**src/hw/rtl/mesr_pkg.sv**
```systemverilog
`timescale 1ns / 1ps
package mesr_pkg;
    localparam int CoordBits  = 12;
    localparam int RadiusBits = 10;
    localparam int OutBits    = CoordBits + 1;
    localparam int StepBits   = RadiusBits + 1;
    localparam int SqBits     = 2 * RadiusBits;
    localparam int TermBits   = 48;
    localparam int ColorBits  = 24;
    localparam int HkBits     = StepBits + 2;   // 2x+1 and y-1 of region two entry
    localparam int ProdBits   = 36;             // partial products of region two entry

    localparam logic [0:0] CfgBoundary = 1'b0;
    localparam logic [0:0] CfgInterior = 1'b1;

    localparam logic KindStart   = 1'b0;
    localparam logic KindAdvance = 1'b1;

    // datapath operations, one per controller step
    typedef enum logic [3:0] {
        OP_NONE,
        OP_LOAD,     // latch item, square radius x
        OP_SQ_B,     // square radius y
        OP_INIT_Y,   // slope_y_term, 4*b^2 + a^2
        OP_INIT_D,   // decision term, region test
        OP_R2_H,     // region two entry: rb2 * h
        OP_R2_HH,    // ... * h
        OP_R2_K,     // 4 ra2 * k
        OP_R2_KK,    // ... * k
        OP_R2_AB,    // 4 ra2 * rb2, combine
        OP_UPDATE    // one midpoint step
    } t_op;

    typedef struct packed {
        t_op        op;
        logic [2:0] emit_sel;
    } t_cmd;

    typedef struct packed {
        logic       region_one;  // slope_x < slope_y
        logic       step_y_neg;
        logic       last_step;   // region two with y at zero: this step ends the ellipse
        logic       span_ok;
        logic [3:0] quads;
    } t_status;

    localparam logic [2:0] SelSpanA = 3'd0;
    localparam logic [2:0] SelSpanB = 3'd1;
    localparam logic [2:0] SelPtQ1  = 3'd2;
    localparam logic [2:0] SelPtQ2  = 3'd3;
    localparam logic [2:0] SelPtQ4  = 3'd4;
    localparam logic [2:0] SelPtQ3  = 3'd5;
endpackage

```
**src/hw/rtl/mesr_out_buf.sv**
```systemverilog
`timescale 1ns / 1ps
module mesr_out_buf
    import mesr_pkg::*;
(
    input  logic                      i_clk,
    input  logic                      i_rst_n,
    input  logic                      i_load,
    input  logic signed [OutBits-1:0] i_ax,
    input  logic signed [OutBits-1:0] i_ay,
    input  logic signed [OutBits-1:0] i_bx,
    input  logic signed [OutBits-1:0] i_by,
    input  logic                      i_fill,
    input  logic [ColorBits-1:0]      i_color,
    input  logic                      i_last,
    input  logic                      i_done,
    output logic                      o_free,
    output logic                      o_valid,
    input  logic                      i_ready,
    output logic signed [OutBits-1:0] o_ax,
    output logic signed [OutBits-1:0] o_ay,
    output logic signed [OutBits-1:0] o_bx,
    output logic signed [OutBits-1:0] o_by,
    output logic                      o_fill,
    output logic [ColorBits-1:0]      o_color,
    output logic                      o_last,
    output logic                      o_done
);
    logic r_valid;
    assign o_valid = r_valid;
    assign o_free  = !r_valid || i_ready;

    always_ff @(posedge i_clk) begin
        if (!i_rst_n) begin
            r_valid <= 1'b0;
        end else begin
            if (i_load) begin
                r_valid <= 1'b1;
            end else if (i_ready) begin
                r_valid <= 1'b0;
            end
        end
    end

    always_ff @(posedge i_clk) begin
        if (i_load) begin
            o_ax    <= i_ax;
            o_ay    <= i_ay;
            o_bx    <= i_bx;
            o_by    <= i_by;
            o_fill  <= i_fill;
            o_color <= i_color;
            o_last  <= i_last;
            o_done  <= i_done;
        end
    end
endmodule

```
**config.mk**
```make
export PLATFORM = sky130hd
export DESIGN_NAME = mesr_out_buf
export DESIGN_NICKNAME = d
export VERILOG_FILES = /design/src/hw/rtl/mesr_pkg.sv /design/src/hw/rtl/mesr_out_buf.sv
export SDC_FILE = /design/constraint.sdc
export NUM_CORES = 1
export LEC_CHECK = 0
export ABC_AREA = 1
export BUFFER_PORTS_ARGS = -buffer_cell sky130_fd_sc_hd__clkbuf_2
export CAP_MARGIN = 10
export CORE_MARGIN = 2
export CORE_UTILIZATION = 44
export DETAILED_ROUTE_END_ITERATION = 16
export GPL_TIMING_DRIVEN = 0
export PLACE_DENSITY = 0.88
export SYNTH_ARGS = -nofsm -noshare
export SYNTH_HDL_FRONTEND = slang
export SYNTH_SLANG_ARGS = --single-unit
```
**constraint.sdc**
```tcl
create_clock -name i_clk -period 1 [get_ports i_clk]
set_input_delay 0.1 -clock i_clk [delete_from_list [all_inputs] [get_ports i_clk]]
set_output_delay 0.1 -clock i_clk [all_outputs]
set_load 0.01 [all_outputs]
```
---- Word level (Yosys, flattened, before mapping) ----
Index checks and enable logic that the tools add are counted.
word-level totals
  register bits after elaboration ......... 80
  latch bits .............................. 0
  RAM bits ................................ 0
  memory bits (read-only) ................. 0
  bits of input ports ..................... 83
  output and inout bits ................... 81
  word-level logic and storage cells ...... 14
  memories ................................ 0
cells by class
  add/subtract/negate cells ............... 0
  $mul .................................... 0
  div/mod/pow operators ................... 0
  magnitude comparators ................... 0
  equality and inequality tests ........... 0
  shift-type cells ........................ 0
  mux-type cells .......................... 2
  bitwise logic cells ..................... 0
  reductions and logical operators ........ 3
operators with widths
  operator           count
  $mux 1             2
  $reduce_bool 2->1  1
  $logic_not 1->1    1
  $logic_or 1x1->1   1

---- Depth between registers and ports, before layout ----
  depth after elaboration ................. 2
  gate-level depth with buffers ........... 3

---- Worst setup path before layout ----
Ideal clock, no wire load.
  path type ............................... register -> register
  start ................................... reg o_valid (netlist name)
  end ..................................... reg r_valid, in the netlist o_valid
  library setup time ...................... 66 ps
  data arrival time ....................... 571 ps
  data required time ...................... 934 ps
  slack ................................... 363 ps
  stages on the path, launching flop included .. 3
  buffers on the path ..................... 0
  path through ............................ dfxtp_1 > nand2_2 > a21oi_2
RTL lines
  element                 RTL line            text
  end signal: assignment  mesr_out_buf.sv:34  r_valid <= 1'b0;
  end signal: assignment  mesr_out_buf.sv:37  r_valid <= 1'b1;
  end signal: assignment  mesr_out_buf.sv:39  r_valid <= 1'b0;
  end: declaration        mesr_out_buf.sv:28  logic r_valid;

---- Worst setup path after layout ----
  start ................................... reg o_color[9]
  end ..................................... out o_color[9]
RTL lines
  element                   RTL line            text
  start: declaration        mesr_out_buf.sv:24  output logic [ColorBits-1:0] o_color,
  start signal: assignment  mesr_out_buf.sv:51  o_color <= i_color;
No word-level cell between the ends.

==> flow_metrics.tcl <==
set metrics [dict create \
    io_pins 164 \
    hold_ws_ns 0.0681 \
    avgSynthCellArea_sq_um 28.5 \
    worst_slew_pin_slew_ns 0.509 \
    start_util 0.465 \
    p_per_area_nw_per_um2 1640 \
    final-hold-violation-count 0 \
    grt_pass1_wl_um 10300 \
    hold_class "primary input to flip-flop" \
    clk_latency_ns 0.32 \
    gp_congestion 0.728 \
    seq_area_sq_um 2390 \
    cts_buffers 9 \
    post_cts.repair.setup_buffers 0 \
    design.core.area_sq_um 5200 \
    cap_violations 0 \
    fin_crit_sh 0.984 \
    wl_per_cell_um 16.6 \
    grt_max_degree 46 \
    antenna_left 0 \
    cts-root-buf "clkbuf_8" \
    critPathTopFamily "flip-flops" \
    finClkSkew_ns 0 \
    power.share.clock 0.302 \
    drtIter0Drc 73 \
    cts_max_level 3 \
    multi_input_area_sq_um 15.0 \
    setup_tns_ns 0 \
    die_w_um 78.1 \
    setup_viol 0 \
    grt_usage 0.232 \
    drc 0 \
    cp.buffers_inverters 1 \
    grt_pass1_vias 2079 \
    wl_um 6910 \
    netSwitchingFraction 0.216 \
    slowest_stage "edfxtp_1" \
    period_needed_ns 0.984 \
    grt_overflow_total 0 \
    grt_setup_unrepaired "yes" \
    intPower_mw 5.57 \
    cts_tree "yes" \
    critPathRequiredTime_ns 0.90 \
    power_frac_seq 0.571 \
    synth_area_sq_um 2420 \
    vias_per_cell 4.42 \
    post-dp-hpwl_um 3820 \
    critPathCaptureType "primary output" \
    slew_violations 0 \
    synth-seq-cells 80 \
    clkTransAtPathRegs_ns 0.08 \
    ctsLongestPathBuffers 2 \
    cts_sinks 80 \
    status "completed" \
    portBuffers 163 \
    max_slew_margin 0.660 \
    p_comb_frac 0.127 \
    p_leak_nw 1.92 \
    criticalPathCategory "flip-flop to primary output" \
    area_growth_pct 79.5 \
    firstDrtPassIters 4 \
    final_layout_size_suffix_gt1_frac 0.525 \
    fill_cells 267 \
    synthCells 85 \
    antenna_found_initial 1 \
    die_area_sq_um 6110 \
    syn-num-nets 168 \
    synthDistinctLibCells 5 \
    nets 423 \
    yosys_warnings 0 \
    cp_slowest_stage_delay_ns 0.41 \
    row_count 26 \
    vias 1839 \
    worst_slack_ns 0.0159 \
    pre_cts_ws_ns -0.202 \
    start_kind "flip-flop" \
    net-switching-power_mw 1.54 \
    die_y_um 78.1 \
    fmax_mhz 1020 \
    cp_max_fo 1 \
    synth-seq-area-share 0.989 \
    cp_data_arrival_time_ns 0.88 \
    path_cells "clkbuf_2" \
    peakVddDrop_uv 1100 \
]
state kept, by name, indices dropped and copies added (netlist names):
register  flops
o_color      24
o_fill        1
o_ax         13
o_last        1
o_ay         13
o_done        1
o_bx         13
o_by         13
o_valid       1
cell usage in the layout, fill, tap and decap left out, drive strengths merged:
| cell type | n |
|---|---|
| diode | 1 |
| clkinvlp | 1 |
| buf | 3 |
| inv | 3 |
| dfxtp | 1 |
| nand2 | 1 |
| clkbuf | 175 |
| clkinv | 1 |
| edfxtp | 79 |
| dlygate4sd3 | 80 |
| a21oi | 1 |
metal layers:
layer | vias to the layer above | track usage | wire, um
met5 | - | 0 | 0
met4 | 0 | 0.114 | 129
met1 | 867 | 0.225 | 2300
met2 | 113 | 0.433 | 3800
li1 | 847 | - | -
met3 | 12 | 0.0828 | 678
final timing paths:
kind | slack, ns | start | depth (start not counted) | to
min | 0.07 | i_ready | 4 | o_valid
max | 0.02 | o_color[9] | 1 | o_color[9]
min reg2reg | 0.48 | o_valid | 2 | o_valid
max reg2reg | 0.43 | o_valid | 2 | o_valid
repair_timing:
action / CTS / global route
hold endpoints to repair: 80 / 0
pin swaps: 0 / 1
gates resized for setup: 1 / 3
hold buffers: 80 / 0
endpoints found under the setup margin: 1 / 7
logic make-up after synthesis:
| kind of cell | after synthesis | synth area share |
|---|---|---|
| AO/OA/AOI/OAI | 1 | 0.00362 |
| buffers and inverters | 3 | 0.00466 |
| flip-flops | 80 | 0.989 |
| AND/OR/NAND/NOR | 1 | 0.00259 |
cells in the mapped netlist:
cell type,n,area (sq um)
a21oi_2,1,8.76
dfxtp_1,1,20.0
edfxtp_1,79,2370
inv_1,3,11.3
nand2_2,1,6.26
stage by stage:
step,utilization,cell area [sq um],cells,power (mW)
2_1_floorplan,-,2420,85,4.28
3_3_place_gp,0.638,3320,318,4.72
3_5_place_dp,0.643,3340,319,4.76
4_1_cts,0.832,4330,415,7.13
5_1_grt,0.834,4340,416,7.37
6_report,0.834,4340,416,7.11
power groups by stage:
| stage | clock network, mW | logic (mW) | registers (mW) |
|---|---|---|---|
| 5_1_grt | 2.32 | 0.964 | 4.08 |
| 2_1_floorplan | 0 | 0.00801 | 4.27 |
| 3_5_place_dp | 0 | 0.634 | 4.13 |
| 6_report | 2.15 | 0.906 | 4.06 |
| 3_3_place_gp | 0 | 0.602 | 4.12 |
| 4_1_cts | 2.20 | 0.882 | 4.05 |
layout make-up:
| cell class | count | area share |
|---|---|---|
| clock inverter | 2 | 0.00288 |
| inverter | 3 | 0.00259 |
| multi-input combinational | 2 | 0.00346 |
| tap | 70 | 0.0202 |
| sequential | 80 | 0.551 |
| antenna | 1 | 0.000577 |
| clock buffer | 14 | 0.0398 |
| timing repair buffer | 244 | 0.379 |
Note: power is estimated with default switching activity, not from simulation.
