==> src/hw/rtl/mesr_pkg.sv <==
`timescale 1ns / 1ps
package mesr_pkg;
    localparam int CoordBits  = 12;
    localparam int RadiusBits = 10;
    localparam int OutBits    = CoordBits + 1;
    localparam int StepBits   = RadiusBits + 1;
    localparam int SqBits     = 2 * RadiusBits;
    localparam int TermBits   = 48;
    localparam int ColorBits  = 24;
    localparam int HkBits     = StepBits + 2;   // 2x+1 and y-1 of region two entry
    localparam int ProdBits   = 36;             // partial products of region two entry

    localparam logic [0:0] CfgBoundary = 1'b0;
    localparam logic [0:0] CfgInterior = 1'b1;

    localparam logic KindStart   = 1'b0;
    localparam logic KindAdvance = 1'b1;

    // datapath operations, one per controller step
    typedef enum logic [3:0] {
        OP_NONE,
        OP_LOAD,     // latch item, square radius x
        OP_SQ_B,     // square radius y
        OP_INIT_Y,   // slope_y_term, 4*b^2 + a^2
        OP_INIT_D,   // decision term, region test
        OP_R2_H,     // region two entry: rb2 * h
        OP_R2_HH,    // ... * h
        OP_R2_K,     // 4 ra2 * k
        OP_R2_KK,    // ... * k
        OP_R2_AB,    // 4 ra2 * rb2, combine
        OP_UPDATE    // one midpoint step
    } t_op;

    typedef struct packed {
        t_op        op;
        logic [2:0] emit_sel;
    } t_cmd;

    typedef struct packed {
        logic       region_one;  // slope_x < slope_y
        logic       step_y_neg;
        logic       last_step;   // region two with y at zero: this step ends the ellipse
        logic       span_ok;
        logic [3:0] quads;
    } t_status;

    localparam logic [2:0] SelSpanA = 3'd0;
    localparam logic [2:0] SelSpanB = 3'd1;
    localparam logic [2:0] SelPtQ1  = 3'd2;
    localparam logic [2:0] SelPtQ2  = 3'd3;
    localparam logic [2:0] SelPtQ4  = 3'd4;
    localparam logic [2:0] SelPtQ3  = 3'd5;
endpackage

==> src/hw/rtl/mesr_ctrl.sv <==
`timescale 1ns / 1ps
module mesr_ctrl
    import mesr_pkg::*;
(
    input  logic    i_clk,
    input  logic    i_rst_n,
    input  logic    i_valid,
    input  logic    i_kind,
    output logic    o_ready,
    input  t_status i_status,
    output t_cmd    o_cmd,
    output logic    o_res_load,
    output logic    o_res_fill,
    output logic    o_res_last,
    input  logic    i_res_free
);
    typedef enum logic [3:0] {
        S_IDLE, S_SQ_B, S_INIT_Y, S_INIT_D, S_CHECK,
        S_R2_H, S_R2_HH, S_R2_K, S_R2_KK, S_R2_AB, S_SETTLE,
        S_EMIT, S_UPDATE, S_FINAL
    } t_state;

    t_state     r_state, n_state;
    logic       r_active, n_active;  // an ellipse is loaded and not done
    logic       r_in_r2, n_in_r2;
    logic       r_adv, n_adv;        // region setup reached from an advance
    logic [2:0] r_sel, n_sel;
    logic [5:0] r_pend, n_pend;      // results left to show this iteration
    logic [5:0] pend_init;
    logic       fire;
    logic [2:0] next_sel;

    assign o_ready = (r_state == S_IDLE);
    assign fire    = i_valid && o_ready;

    always_comb begin
        pend_init = {i_status.quads[2], i_status.quads[3], i_status.quads[1],
                     i_status.quads[0], {2{i_status.span_ok}}};
        next_sel = SelPtQ3;
        for (int j = 5; j >= 0; j--) begin
            if (r_pend[j] && 3'(j) > r_sel) next_sel = 3'(j);
        end
    end

    always_comb begin
        n_state    = r_state;
        n_active   = r_active;
        n_in_r2    = r_in_r2;
        n_adv      = r_adv;
        n_sel      = r_sel;
        n_pend     = r_pend;
        o_cmd.op   = OP_NONE;
        o_cmd.emit_sel = r_sel;
        o_res_load = 1'b0;
        o_res_fill = r_sel < SelPtQ1;
        o_res_last = 1'b0;
        case (r_state)
            S_IDLE: if (fire) begin
                if (i_kind == KindStart) begin
                    o_cmd.op = OP_LOAD;
                    n_active = 1'b1;
                    n_in_r2  = 1'b0;
                    n_adv    = 1'b0;
                    n_state  = S_SQ_B;
                end else if (r_active) begin
                    n_state = S_EMIT;
                    n_pend  = pend_init;
                    n_sel   = 3'd0;
                    for (int j = 5; j >= 0; j--) begin
                        if (pend_init[j]) n_sel = 3'(j);
                    end
                end
            end
            S_SQ_B:   begin o_cmd.op = OP_SQ_B;   n_state = S_INIT_Y; end
            S_INIT_Y: begin o_cmd.op = OP_INIT_Y; n_state = S_INIT_D; end
            S_INIT_D: begin o_cmd.op = OP_INIT_D; n_state = S_CHECK; end
            S_CHECK: begin
                if (!r_in_r2 && !i_status.region_one) begin
                    n_in_r2 = 1'b1;
                    n_state = S_R2_H;
                end else begin
                    n_state = S_SETTLE;
                end
            end
            S_R2_H:  begin o_cmd.op = OP_R2_H;  n_state = S_R2_HH; end
            S_R2_HH: begin o_cmd.op = OP_R2_HH; n_state = S_R2_K; end
            S_R2_K:  begin o_cmd.op = OP_R2_K;  n_state = S_R2_KK; end
            S_R2_KK: begin o_cmd.op = OP_R2_KK; n_state = S_R2_AB; end
            S_R2_AB: begin o_cmd.op = OP_R2_AB; n_state = S_SETTLE; end
            S_SETTLE: begin
                if (r_in_r2 && i_status.step_y_neg) n_active = 1'b0;
                n_state = r_adv ? S_FINAL : S_IDLE;
            end
            S_EMIT: begin
                if (r_pend == '0) begin
                    n_state = S_UPDATE;
                end else if (i_res_free) begin
                    o_cmd.emit_sel = r_sel;
                    o_res_load = 1'b1;
                    o_res_last = (r_pend & ~(6'd1 << r_sel)) == '0;
                    n_pend = r_pend & ~(6'd1 << r_sel);
                    n_sel  = next_sel;
                end
            end
            S_UPDATE: begin
                o_cmd.op = OP_UPDATE;
                n_adv    = 1'b1;
                n_state  = S_CHECK;
            end
            S_FINAL: begin
                n_adv   = 1'b0;
                n_state = S_IDLE;
            end
            default: n_state = S_IDLE;
        endcase
    end

    always_ff @(posedge i_clk) begin
        if (!i_rst_n) begin
            r_state  <= S_IDLE;
            r_active <= 1'b0;
            r_in_r2  <= 1'b0;
            r_adv    <= 1'b0;
            r_sel    <= '0;
            r_pend   <= '0;
        end else begin
            r_state  <= n_state;
            r_active <= n_active;
            r_in_r2  <= n_in_r2;
            r_adv    <= n_adv;
            r_sel    <= n_sel;
            r_pend   <= n_pend;
        end
    end
endmodule

==> config.mk <==
export PLATFORM = sky130hd
export DESIGN_NAME = mesr_ctrl
export DESIGN_NICKNAME = d
export VERILOG_FILES = /design/src/hw/rtl/mesr_pkg.sv /design/src/hw/rtl/mesr_ctrl.sv
export SDC_FILE = /design/constraint.sdc
export NUM_CORES = 1
export LEC_CHECK = 0
export ABC_AREA = 1
export BUFFER_PORTS_ARGS = -buffer_cell sky130_fd_sc_hd__buf_2
export CAP_MARGIN = 30
export CORE_MARGIN = 3
export CORE_UTILIZATION = 54
export CTS_CLUSTER_SIZE = 16
export DETAILED_ROUTE_END_ITERATION = 10
export PLACE_DENSITY_LB_ADDON = 0.2
export SLEW_MARGIN = 20
export SYNTH_ARGS = -nofsm -noshare
export SYNTH_HDL_FRONTEND = slang
export SYNTH_SLANG_ARGS = --single-unit
export TNS_END_PERCENT = 20
==> constraint.sdc <==
create_clock -name i_clk -period 1.8 [get_ports i_clk]
set_input_delay 0.27 -clock i_clk [delete_from_list [all_inputs] [get_ports i_clk]]
set_output_delay 0.27 -clock i_clk [all_outputs]
set_load 0.02 [all_outputs]
==> Word level (Yosys, flattened, before mapping) <==
Cells that the tools add are included.
{ "totals": {"input_bits": 13, "wordCells": 108, "ff_bits": 16, "output_inout_bits": 11} }
{ "op_classes": {"order_cmp": 6, "shifts": 1, "reduce_logical": 23, "muxes": 47, "n_eq_ne": 23, "bitwise": 2} }
{ "ops": {"columns": ["operator", "n"], "rows": [
  ["case mux 4 bit (12 select lines)", 1],
  ["two-way mux 3 bit", 14],
  ["case mux 4 bit (10 select lines)", 1],
  ["two-way mux 6 bit", 5],
  ["== test 4 bit (second input constant)", 6],
  ["two-way mux 4 bit", 6],
  ["== test 4 x 3 -> 1 bit (second input constant)", 4],
  ["two-way mux 1 bit", 15],
  ["inequality test 2 bit (second input constant)", 7],
  ["zero test 6 bit", 2],
  ["case mux 6 bit (2 select lines)", 1],
  ["== test 4 x 2 -> 1 bit (second input constant)", 2],
  ["logical AND 1 bit", 8],
  ["AND reduction 4 bit", 2],
  ["AND 6 bit", 1],
  ["greater-than comparator 1 x 3 -> 1 bit (first input constant)", 2],
  ["greater-than comparator 2 x 3 -> 1 bit (first input constant)", 2],
  ["NOT 6 bit", 1],
  ["case mux 3 bit (2 select lines)", 1],
  ["AND reduction 3 bit", 2],
  ["AND reduction 6 bit", 1],
  ["nonzero test 2 bit", 3],
  ["left shift 1 x 3 -> 6 bit (first input constant)", 1],
  ["== test 4 x 1 -> 1 bit (second input constant)", 1],
  ["other kinds (10)", 13]
]} }

==> Logic depth before layout (Yosys ltp) <==
Gate-level depths: netlist (run 1).
{ "depth": {"word_depth": 10, "mapped_depth": 10, "mapped_depth_nobuf": 9} }

==> Worst setup path after synthesis (run 1) <==
No wires, ideal clock.
{ "synth_path": {"path_type": "reg-to-output", "start": "register r_sel[2]", "end": "output o_res_last", "required_ps": 1530, "stages_incl_launch_ff": 6, "arrival_time_ps": 1561, "path_buffers": 0, "path_slack_ps": -31, "cell_sequence": "dfxtp_1 > nor2_1 > nand2_1 > nand2_1 > nand4_1 > nor3_1"} }
{ "synth_via": {"elab_chain_cells": 7} }
{ "synth_rtl": {"columns": ["item", "line", "text"], "rows": [
  ["start: declaration", "mesr_ctrl.sv:27", "logic [2:0] r_sel, n_sel;"],
  ["start signal: assignment", "mesr_ctrl.sv:131", "r_sel <= n_sel;"],
  ["left shift 1 x 3 -> 6 bit", "mesr_ctrl.sv:100", "o_res_last = (r_pend & ~(6'd1 << r_sel)) == '0;"],
  ["NOT 6 bit", "mesr_ctrl.sv:100", null],
  ["AND 6 bit", "mesr_ctrl.sv:100", null],
  ["zero test 6 bit", "mesr_ctrl.sv:100", null],
  ["two-way mux 1 bit", "mesr_ctrl.sv:97", "end else if (i_res_free) begin"],
  ["two-way mux 1 bit", "mesr_ctrl.sv:95", "if (r_pend == '0) begin"],
  ["two-way mux 1 bit", "mesr_ctrl.sv:57", "case (r_state)"],
  ["end: declaration", "mesr_ctrl.sv:14", "output logic o_res_last,"]
]} }
No other way between the ends.

==> results of run 1 <==
-- state kept, by name, indices dropped and copies added, names as in the netlist --
signal	flops
r_in_r2	1
r_adv	1
r_active	1
r_sel	3
r_pend	6
r_state	4
-- Yosys cell counts --
master	instances
clkbuf_1	1
dfxtp_1	16
nor3_1	3
nor2_2	1
inv_1	21
buf_2	1
or2_2	1
nor2_8	1
nor2_1	45
buf_6	2
inv_2	3
nand4_1	3
o211ai_1	2
a21oi_1	7
nand2_2	2
o21ai_0	9
o2111ai_1	1
nand3_2	1
nand3_1	13
a211oi_1	1
o21ai_1	15
nand2_4	1
nand2_1	50
nor2_4	2
-- cell type report --
cell class	instances	area [µm²]
Clock buffer	4	36.28
Fill cell	183	621.8
Inverter	24	90.09
Multi-Input combinational cell	158	748.2
Sequential cell	16	334.1
Tap cell	27	33.78
Timing Repair Buffer	25	137.6
-- metrics by stage --
stage	instance area, µm²	TNS [ps]	cells
after global placement	1305	0	249
after detailed placement	1305	0	249
final	1380	0	254
after global routing	1380	-5.723	254
after CTS	1353	0	253
after floorplan	1177	0	202
-- critical path: stages, from the launching register on --
cell and delay [ps]:
dfxtp_2 380, inv_1 120, nand2_1 120, nor2_4 150, nand2_2 100, o211ai_1 130, buf_4 180
-- kinds of logic after synthesis --
logic type / share of synthesized area (%)
AOI/OAI and AO/OA: 15.90
DFF: 27.32
and+or+nand+nor: 46.42
buffers and inverters: 10.35
-- worst max path at each step --
stage	cells after the start	slack, ps	to	startpoint
after floorplan	5	130	o_res_last	r_sel[2]
after global placement	5	200	o_res_last	r_state[3]
after detailed placement	5	180	o_res_last	r_state[3]
after CTS	6	6	o_res_last	r_state[2]
after global routing	6	-6	o_res_last	r_state[2]
final	6	70	o_cmd[3]	r_state[0]
-- layer usage --
layer	vias up	share of wire, %	global-route usage (%)
met3	6	9.2	3.419
met2	55	43	35.12
met4	0	0.97	8.511
met5	-	0	0
li1	706	-	-
met1	570	47	34.32
-- power breakdown --
part,switching (W),internal (W)
clock,0.000126,0.000123
combinational,0.000595,0.000327
sequential,0.000112,0.000436
total,0.000833,0.000886
-- repair_timing --
action,CTS,global route
endpoints found under the setup margin,3,2
pin swaps,0,3
buffers inserted,0,1
resized for setup,7,10
==> results.md, run 1 <==
- The flow ran to the end, and the final reports show no timing, DRC or antenna violations.
- The number of hold-slack violations in the final timing report is 0.
- The most common library cell in the layout ignoring fill and taps is nand2_1.
- Setup violations remaining at the end of the flow were counted as 0.
- The final antenna diode count is 0.
- From synthesis to final layout, the design area changed by 17.72%.
- The initial antenna violation count is 0.
- The min-delay analysis places its worst path in the category in -> reg.
- The worst setup slack for register-to-register paths is 290 ps.
- Once routing completed, OpenROAD measured the worst setup slack at roughly 75 ps.
- The share of the synthesized area in the top cell type is between 20% and 30%.
- The initial utilization of the core area, before any placement, comes to between 50% and 60%.
- Yosys attributes the largest share of cell area to dfxtp_1 (27%), nand2_1 (16%), nor2_1 (14%).
- Power spread over the standard cell area amounts to about 1200 mW/mm².
- The number of global-route vias before repair was approximately 1.1k.
- The root cell of the clock tree is clkbuf_4.
- Data arrives at the worst endpoint at about 1500 ps.
- The endpoint of the worst hold-timing path is r_state[0].
- In this run the number of H-tree levels came out at 1.
- After synthesis the netlist holds a flip-flop and latch count of 16.
- In this run the static leakage power is roughly 0.76 nW.
- The final weighted congestion of routability-driven global placement is between 0.9 and 1.
- The cell area that synthesis handed to floorplanning was approximately 0.0012 mm².
- The dominant cell type by area after synthesis is dfxtp_1.
- The number of hold buffers added after CTS was 0.
- The global-route wire length before repair is a little under 5 mm.
- The first TritonRoute pass finished after 4 iterations.
- The final number of max-transition violations is 0.
- Hold timing on the final database bottoms out at a slack of 304.6 ps.
- Headroom to the max-slew limit came out at between 80% and 90%.
- The worst reg2reg path startpoint is r_state[0].
- The post-placement worst setup slack is 180.8 ps.
- From bottom edge to top edge, the die measures approximately 53 µm.
- The number of placed I/O pins is 24.
- The Yosys warning count is 0.
- Data on the critical path is required at its endpoint by approximately 1500 ps.
- Dividing the final minimum period by the clock period gives a little over nine tenths.
- The overall power of the completed layout is around 0.0017 W.
- The worst hold path begins at i_rst_n.
- After floorplanning, the core was sized to cover 0.002002 mm².
- After detailed routing, the number of remaining DRC violations is 0.
- The post-route clock skew is between 4 and 5 ps.
- The number of distinct standard cells referenced by the synthesized netlist is 24.
- The top cell types in the final layout, fill and taps aside, are nand2_1 (49), nor2_1 (45), inv_1 (21).
- The post-detailed-route wirelength per cell is approximately 11 µm.
- After synthesis, flip-flops and latches occupy 27.32% of the total area.
- The final route contains ~1.3k vias.
- After clock tree synthesis, the clock-pin slew on the worst setup and hold paths is about 100 ps.
- The worst reg2reg path depth is 8.
- Of the cells placed in the final design, the portion with a size suffix greater than 1 is 22.03%.
- After layout, the minimum clock period comes to ~1700 ps.
- Along the worst hold path, the cell count comes to 3.
- Wires add up to ~2.9 mm.
- The top achievable clock speed is 0.5796 GHz.
- The detailed placer's ending HPWL is between 2 and 2.5 mm.
- Synthesis handed over a netlist of about 200 instances.
- The clock drives 16 sinks.
- The floorplan die area is 0.002766 mm².
- The type of element capturing the critical path is an output port.
- The number of maximum-capacitance constraint violations is 0.
- The die is roughly 53 µm wide.
- Using the TritonRoute via totals, the vias-per-cell ratio works out to between 5 and 6.
- The slew of the pin with the lowest slew margin is 231.8 ps.
- The first-iteration detailed-routing DRC count is 60.
- The worst voltage drop across the vdd grid is 0.9924 mV.
- The reg-to-reg endpoint is r_sel[2].
- The startpoint kind of the worst setup timing path is a flop.
- After the last flow step, the layout net total stands at around 240.
- The biggest fanout along the worst timing path is 5.
- In this run the remaining antenna-violating nets after routing total 0.
- The number of buffers added by the clock tree synthesis step is 3.
- The cell row count is 16.
- The port buffer count is 22.
- TritonCTS built the clock tree.
- Dividing the synthesized area by the synthesized cell count gives between 5 and 6 µm².
- For this run the aggregate overflow at the end of global routing stands at 0.
- The kind of critical path is reg -> out.
- Global routing used between 20% and 30% of the available tracks across all layers.
- When the netlist entered floorplanning its net count stood at ~220.
- The clock insertion delay at the later pin of the skew report is around 290 ps.
- Entering global routing, the biggest net connects 13 pins.
- Cells fill 68.94% of the core in the end.
- The deepest clock path buffer count is 2.
No activity file was read; power rests on OpenSTA's default activity.
==> inputs of run 2 (changes only) <==
REMOVE_ABC_BUFFERS = 1   (was unset)
==> run 2 against run 1 <==
  * Power is 4.8% lower
  * Maximum frequency is 0.37% lower
  * Global-route usage is 0.96 points lower
  * Count of clock-buffer cells in the layout is 1 lower
  * Largest power group unchanged
  * Non-clock buffer count is 1 higher
==> results.md, run 2 (synthesized netlist as in run 1, its figures left out) <==
- The deepest level of the CTS H-tree is 1 (unchanged).
- The slew of the pin with the lowest slew margin is 234.4 ps (+2.568 ps).
- The port buffer count is 22 (unchanged).
- The top register by number of flip-flops is r_pend.
- The number of buffers added by the clock tree synthesis step is 3 (unchanged).
- The first-iteration detailed-routing DRC count is 31 (-48%).
- The power share of the clock group was 11.4% (-3.1 points).
- The number of flip-flops in the largest register is 6 (unchanged).
- The post-route clock skew was 3.477 ps (-0.7540 ps).
- The least setup slack across all paths after layout was 68.43 ps (-6.368 ps).
- The instance area after placement is 0.001300 mm² (-0.38%).
- The final weighted congestion of routability-driven global placement was 1.031 (+9.3%).
- The final number of max-transition violations is 0 (unchanged).
- The post-layout utilization of the core is 68.31% (-0.62 points).
- The residual antenna-violating net count after detailed routing is 0 (unchanged).
- The number of maximum-capacitance constraint violations is 0 (unchanged).
- The post-placement worst setup slack is 245.1 ps (+64.37 ps).
- The number of clock sinks is 16 (unchanged).
- The clock edge transition at the registers on the reported setup and hold paths came to 90 ps (about the same).
- Setup repair after global routing left no endpoint under its margin.
- The number of iterations in the first detailed-routing pass is 4 (unchanged).
- Walking the worst path, the cells encountered are inv_4 -> nand2_4 -> nor2_8 -> nand3_2 -> nor3_2 -> buf_4.
- The startpoint kind of the worst setup timing path is a flop.
- The initial antenna violation count is 0 (unchanged).
- In this run the critical register-to-register path is captured at r_pend[0].
- In the layout the commonest cells are nand2_1 (49), nor2_1 (44), inv_1 (20), buf_2 (20), o21ai_1 (18).
- The final setup violation count is 0 (unchanged).
- TritonCTS built the clock tree.
- The total track usage came to 22.72% (-0.96 points).
- The worst reg2reg path depth is 8 (unchanged).
- The total instance count after detailed placement is 249 (unchanged).
- The via-per-instance ratio came to 5.374 (+2.1%).
- The hold-critical path depth is 3 (unchanged).
- The worst register-to-register path begins at r_state[0].
- The number of remaining DRC errors is 0 (unchanged).
- The detailed placer's ending HPWL was 2.229 mm (-0.17%).
- The number of hold-slack violations in the final timing report is 0 (unchanged).
- The shortest period the worst path allows was 1732 ps (+6.368 ps).
- For this design, the slowest cell found on the critical path is dfxtp_2.
- The deepest clock path buffer count is 2 (unchanged).
- The number of vias in the routed layout was 1365 (+2.1%).
- The data required time at the worst endpoint is 1530 ps (about the same).
- The initial cell density of the core is 58.56% (unchanged).
- The biggest fanout along the worst timing path is 6 (+1).
- The number of placed I/O pins is 24 (unchanged).
- The cell row count was 16 (unchanged).
- The overall die width is 52.60 µm (unchanged).
- The setup path with the least slack is of type reg -> out.
- The die outline height was 52.60 µm (unchanged).
- The longest individual stage delay on the worst path is 370 ps (about the same).
- The layout filler cell count was 179 (-2.2%).
- The top achievable clock speed is 0.5775 GHz (-0.37%).
- The worst setup slack for register-to-register paths is 330 ps (+40 ps).
- The run finished with clean final reports.
- The part of the power in registers came to 32.9% (+1.1 points).
- The signed area change from the synthesized netlist to the final layout is 16.65%.
- The post-detailed-route wirelength per cell came to 11.49 µm (+1.6%).
- The final antenna diode count is 0 (unchanged).
- The most common library cell in the layout ignoring fill and taps is nand2_1.
- The global-route wire length before repair is 4.761 mm (-3.6%).
- The worst voltage drop across the vdd grid was 0.6236 mV (-37%).
- The power per cell area is 1197 mW/mm² (-4.0%).
- The tree is rooted in a clkbuf_4.
- The type of the most critical hold path is in -> reg.
- The endpoint of the worst hold-timing path is r_state[0].
- The number of global-route vias before repair was 1169 (+2.4%).
- The portion of the clock cycle consumed by the worst path in the final layout is 96.20% (+0.35 points).
- The maximum number of pins on one net before global-route repair is 13 (unchanged).
- The multi-input combinational cell area came to 745.7 µm² (-0.33%).
- The type of element capturing the critical path is an output port.
- The startpoint identified for the worst hold timing path is i_rst_n.
- The endpoint arrival time on the critical path is 1460 ps (about the same).
- The post-detailed-routing wire length came to 2.918 mm (+1.6%).
- The cell-internal power is 0.0008308 W (-6.3%).
- The final design instance area without fill came to 0.001368 mm² (-0.91%).
- The static leakage is 0.7604 nW (-0.10%).
- The switching power as a share of total power is 49.23% (+0.77 points).
- The layout cell share with drive strength beyond 1 is 22.47% (+0.44 points).
- The proportion of power drawn by combinational gates was 55.6% (+1.9 points).
- The total grt overflow was 0 (unchanged).
- The overall power of the completed layout is 0.001636 W (-4.8%).
- In the final layout, the registers with the most flip-flops are r_pend (6), r_state (4), r_sel (3).
- The final cell count without fillers came to 254 (unchanged).
- The net switching power of the design came to 0.0008055 W (-3.3%).
- The sequential standard cell area is 327.8 µm² (-1.9%).
- The floorplan die area is 0.002766 mm² (unchanged).
- The remaining max-slew budget at the tightest pin is 84.32% (-0.11 points).
- The total number of nets in the final design was 242 (+0.41%).
- The area inside the core boundary was 0.002002 mm² (unchanged).
- The clock insertion delay at the later pin of the skew report is 280 ps (about the same).
==> run 2: changes by cell type in the layout (fill, tap and decap cells not counted) <==
cell	before	now
dfxtp_2	5	6
inv_1	21	20
clkbuf_8	1	0
inv_4	0	1
nor2_2	0	2
dfxtp_4	2	0
buf_4	5	6
nor2_1	45	44
nor2_4	3	2
dfxtp_1	9	10
==> run 2: stage by stage <==
| step | TNS, ps | hold WS, ps |
|---|---|---|
| 2_1_floorplan | -31.06 | 395.9 |
| 4_1_cts | -22.37 | 310.8 |
| 3_5_place_dp | 0 | 491.5 |
| 6_report | 0 | 322.7 |
| 3_3_place_gp | 0 | 479.1 |
| 5_1_grt | 0 | 325.1 |
==> run 2: power by group through the flow <==
stage                     combinational (W)  sequential (W)  clock, W
after global placement             0.000854        0.000526         0
final                              0.000910        0.000539  0.000187
after CTS                          0.000880        0.000527  0.000195
after detailed placement           0.000876        0.000529         0
after floorplan                    0.000645        0.000530         0
after global routing                0.00102        0.000552  0.000212
==> run 2: worst max-delay path by stage <==
stage	slack, ps	cells past startpoint	end	start
after floorplan	-30	5	o_res_last	r_sel[2]
after global placement	250	5	o_res_last	r_state[1]
after detailed placement	250	5	o_res_last	r_state[1]
after CTS	-20	6	o_res_last	r_state[2]
after global routing	3	6	o_res_last	r_state[2]
final	70	6	o_res_last	r_state[2]
==> run 2: layer usage <==
metal	vias to the layer above	GRT usage [%]	routed length, µm
met5	-	0	0
li1	703	-	-
met2	55	40.70	1505
met3	3	4.274	203
met4	0	11.06	17
met1	604	25.26	1191
==> run 2: final cells by class <==
type,count,area share [%]
flip-flops and latches,16,23.97
repair buffers,26,10.61
multi-input cells,158,54.53
well taps,27,2.470
inverters,24,6.770
clock buffers,3,1.647
==> run 2: what timing repair did <==
item                                    4_1_cts  5_1_grt
endpoints found under the setup margin        2        2
buffers inserted                              0        2
hold buffers                                  0        0
pin swaps                                     0        2
gates resized for setup                       4       13
==> run 2: worst max-delay path, delay by kind of cell, from the launching register on <==
kind                   cells  cell delay [ps]
and+or+nand+nor            4              550
DFF                        1              370
buffers and inverters      2              250
==> inputs of run 3 (changes only) <==
==> constraint.sdc (replaced) <==
create_clock -name i_clk -period 1.8 [get_ports i_clk]
set_input_delay 0.09 -clock i_clk [delete_from_list [all_inputs] [get_ports i_clk]]
set_output_delay 0.09 -clock i_clk [all_outputs]
set_load 0.02 [all_outputs]
==> run 3 against run 2 <==
  * Power rose by 2.7%
  * Highest routed layer unchanged
  * Sequential cell count did not move
  * Clock skew rose by 7.5 ps
  * Sequential share of layout area rose by 0.49 points
  * First-iteration DRC count rose by 42%
  * Combinational power fell by 2%
  * Largest power group unchanged
  * Routed wire length rose by 0.45%
  * Worst hold slack got worse by 190 ps
  * Via count fell by 3.8%
  * Maximum frequency rose by 4.7%
  * Design area fell by 1.6%
  * Worst setup slack improved by 78 ps
==> results.md, run 3 (synthesized netlist as in run 1, its figures left out) <==
- The flow ran to the end, and the final reports show no timing, DRC or antenna violations.
- The worst setup path is of the reg -> out kind.
- The biggest fanout along the worst timing path is 6 (unchanged).
- The number of iterations in the first detailed-routing pass is 4 (unchanged).
- The least setup slack across all paths after layout was 146.9 ps (+78.45 ps).
- The total track usage is 23.76% (+1.0 points).
- The total number of nets in the final design was 240 (-0.83%).
- The net switching power of the design came to 0.0008099 W (+0.54%).
- The residual antenna-violating net count after detailed routing came to 0 (unchanged).
- The post-placement worst setup slack came to 218.3 ps (-26.82 ps).
- The longest individual stage delay on the worst path is 370 ps (about the same).
- The instance area after placement is 0.001300 mm² (unchanged).
- The top register by number of flip-flops is r_pend.
- The post-detailed-route wirelength per cell came to 11.58 µm (+0.84%).
- The first-iteration detailed-routing DRC count is 44 (+42%).
- The shortest period the worst path allows is 1653 ps (-78.45 ps).
- The port buffer count came to 22 (unchanged).
- The signed area change from the synthesized netlist to the final layout is 14.73%.
- The detailed placer's ending HPWL came to 2.341 mm (+5.0%).
- The most common library cell in the layout ignoring fill and taps is nand2_1.
- The number of flip-flops in the largest register was 6 (unchanged).
- The part of the power in registers is 32.6% (-0.3 points).
- The switching power as a share of total power is 48.18% (-1.0 points).
- The portion of the clock cycle consumed by the worst path in the final layout is 91.84% (-4.4 points).
- The final antenna diode count came to 0 (unchanged).
- The number of resized instances in the post-cts repair step is 1 (-3).
- The deepest clock path buffer count is 2 (unchanged).
- STA classifies the critical path startpoint as a flop.
- The cell-internal power is 0.0008711 W (+4.8%).
- The cell with the largest stage delay on the worst path is dfxtp_2.
- The kind of cell with the highest combined delay along the critical path is simple AND/OR/NAND/NOR gates.
- The number of buffer and inverter stages on the critical path came to 2 (unchanged).
- The number of maximum-capacitance constraint violations was 0 (unchanged).
- The via-per-instance ratio came to 5.190 (-3.4%).
- The path class of the tightest hold or removal check is in -> reg.
- The setup fix buffers added after clock tree synthesis was 0 (unchanged).
- The layout cell share with drive strength beyond 1 came to 19.91% (-2.6 points).
- The number of remaining DRC errors is 0 (unchanged).
- The power per cell area is 1250 mW/mm² (+4.4%).
- The worst voltage drop across the vdd grid is 0.6111 mV (-2.0%).
- The largest registers in the layout are r_pend (6), r_state (4), r_sel (3).
- The number of clock sinks is 16 (unchanged).
- The total of hold buffers inserted after clock tree synthesis is 0 (unchanged).
- The worst setup path is captured at an output port.
- Walking the worst path, the cells encountered are inv_2 -> nand2_2 -> nor2_8 -> nand3_2 -> nor3_1 -> buf_2.
- The data required time at the worst endpoint is 1710 ps (+180 ps).
- The final design instance area without fill is 0.001345 mm² (-1.6%).
- The CTS tree is done.
- The final number of max-transition violations is 0 (unchanged).
- The initial cell density of the core is 58.56% (unchanged).
- In the layout the commonest cells are nand2_1 (50), nor2_1 (45), buf_2 (22).
- The clock edge transition at the registers on the reported setup and hold paths came to 90 ps (about the same).
- The number of vias in the routed layout was 1313 (-3.8%).
- The root cell of the clock tree is clkbuf_4.
- The final weighted congestion of routability-driven global placement is 0.9126 (-11%).
- The number of placed I/O pins is 24 (unchanged).
- The top achievable clock speed is 0.6049 GHz (+4.7%).
- The number of global-route vias before repair came to 1182 (+1.1%).
- The floorplan die area came to 0.002766 mm² (unchanged).
- The cell row count was 16 (unchanged).
- The setup TNS is 0 ps (unchanged).
- The total grt overflow is 0 (unchanged).
- The startpoint identified for the worst register-to-register timing path is r_state[3].
- The initial antenna violation count came to 0 (unchanged).
- The maximum number of pins on one net before global-route repair is 13 (unchanged).
- The post-detailed-routing wire length was 2.931 mm (+0.45%).
- The post-layout utilization of the core is 67.19% (-1.1 points).
- The power share of the clock group is 14.3% (+2.9 points).
- The clock insertion delay at the later pin of the skew report was 290 ps (about the same).
- The post-route clock skew is 11.00 ps (+7.526 ps).
- The die outline height is 52.60 µm (unchanged).
- The endpoint arrival time on the critical path was 1560 ps (+100 ps).
- The critical path starts at r_state[2].
- The static leakage is 0.7523 nW (-1.1%).
- The deepest level of the CTS H-tree is 1 (unchanged).
- The number of hold-slack violations in the final timing report is 0 (unchanged).
- The proportion of power drawn by combinational gates was 53.1% (-2.5 points).
- Setup repair after global routing left no endpoint under its margin.
- The final setup violation count is 0 (unchanged).
- The remaining max-slew budget at the tightest pin was 83.15% (-1.2 points).
- The global-route wire length before repair is 4.947 mm (+3.9%).
- The worst hold path begins at i_rst_n.
- The overall die width is 52.60 µm (unchanged).
- The number of buffers added by the clock tree synthesis step is 3 (unchanged).
- The slew of the pin with the lowest slew margin is 250.1 ps (+15.68 ps).
- The area inside the core boundary came to 0.002002 mm² (unchanged).
## run 3: worst paths after layout
check	end	slack (ps)	cells past startpoint
setup / recovery	o_res_last	150	6
hold reg to reg	r_in_r2	510	2
hold / removal	r_state[0]	130	3
setup reg to reg	r_sel[2]	360	8
## run 3: layer usage
metal  track usage, %  up-vias  wire, µm
li1                 -      694         -
met1            27.60      568      1290
met2            42.36       45      1465
met3            3.134        6       146
met4            11.06        0        29
met5                0        -         0
## run 3: power by group through the flow
stage	Clock [W]	Sequential, W	Combinational [W]
floorplan	0	0.000530	0.000645
global placement	0	0.000539	0.000862
detailed placement	0	0.000545	0.000883
CTS	0.000252	0.000538	0.000886
global route	0.000270	0.000561	0.00101
finish	0.000240	0.000547	0.000893
## run 3: stage by stage
step | instances | hold slack [ps] | power, W
floorplan | 198 | 215.9 | 0.001175
global placement | 249 | 432.5 | 0.001401
detailed placement | 249 | 438.6 | 0.001429
CTS | 253 | 119.8 | 0.001676
global route | 253 | 141.6 | 0.001846
finish | 253 | 130.1 | 0.001681
## run 3: area by class of cell
cell class / count / area [µm²]
Multi-Input combinational cell: 158 / 730.7
Fill cell: 192 / 656.9
Sequential cell: 16 / 329.1
Timing Repair Buffer: 24 / 125.1
Inverter: 24 / 90.09
Clock buffer: 4 / 36.28
Tap cell: 27 / 33.78
## run 3: worst register-to-register path, delay by kind of cell (launching register included)
kind	cells	cell delay, ps
buffers and inverters	2	170
AND/OR/NAND/NOR	6	780
flip-flops	1	400
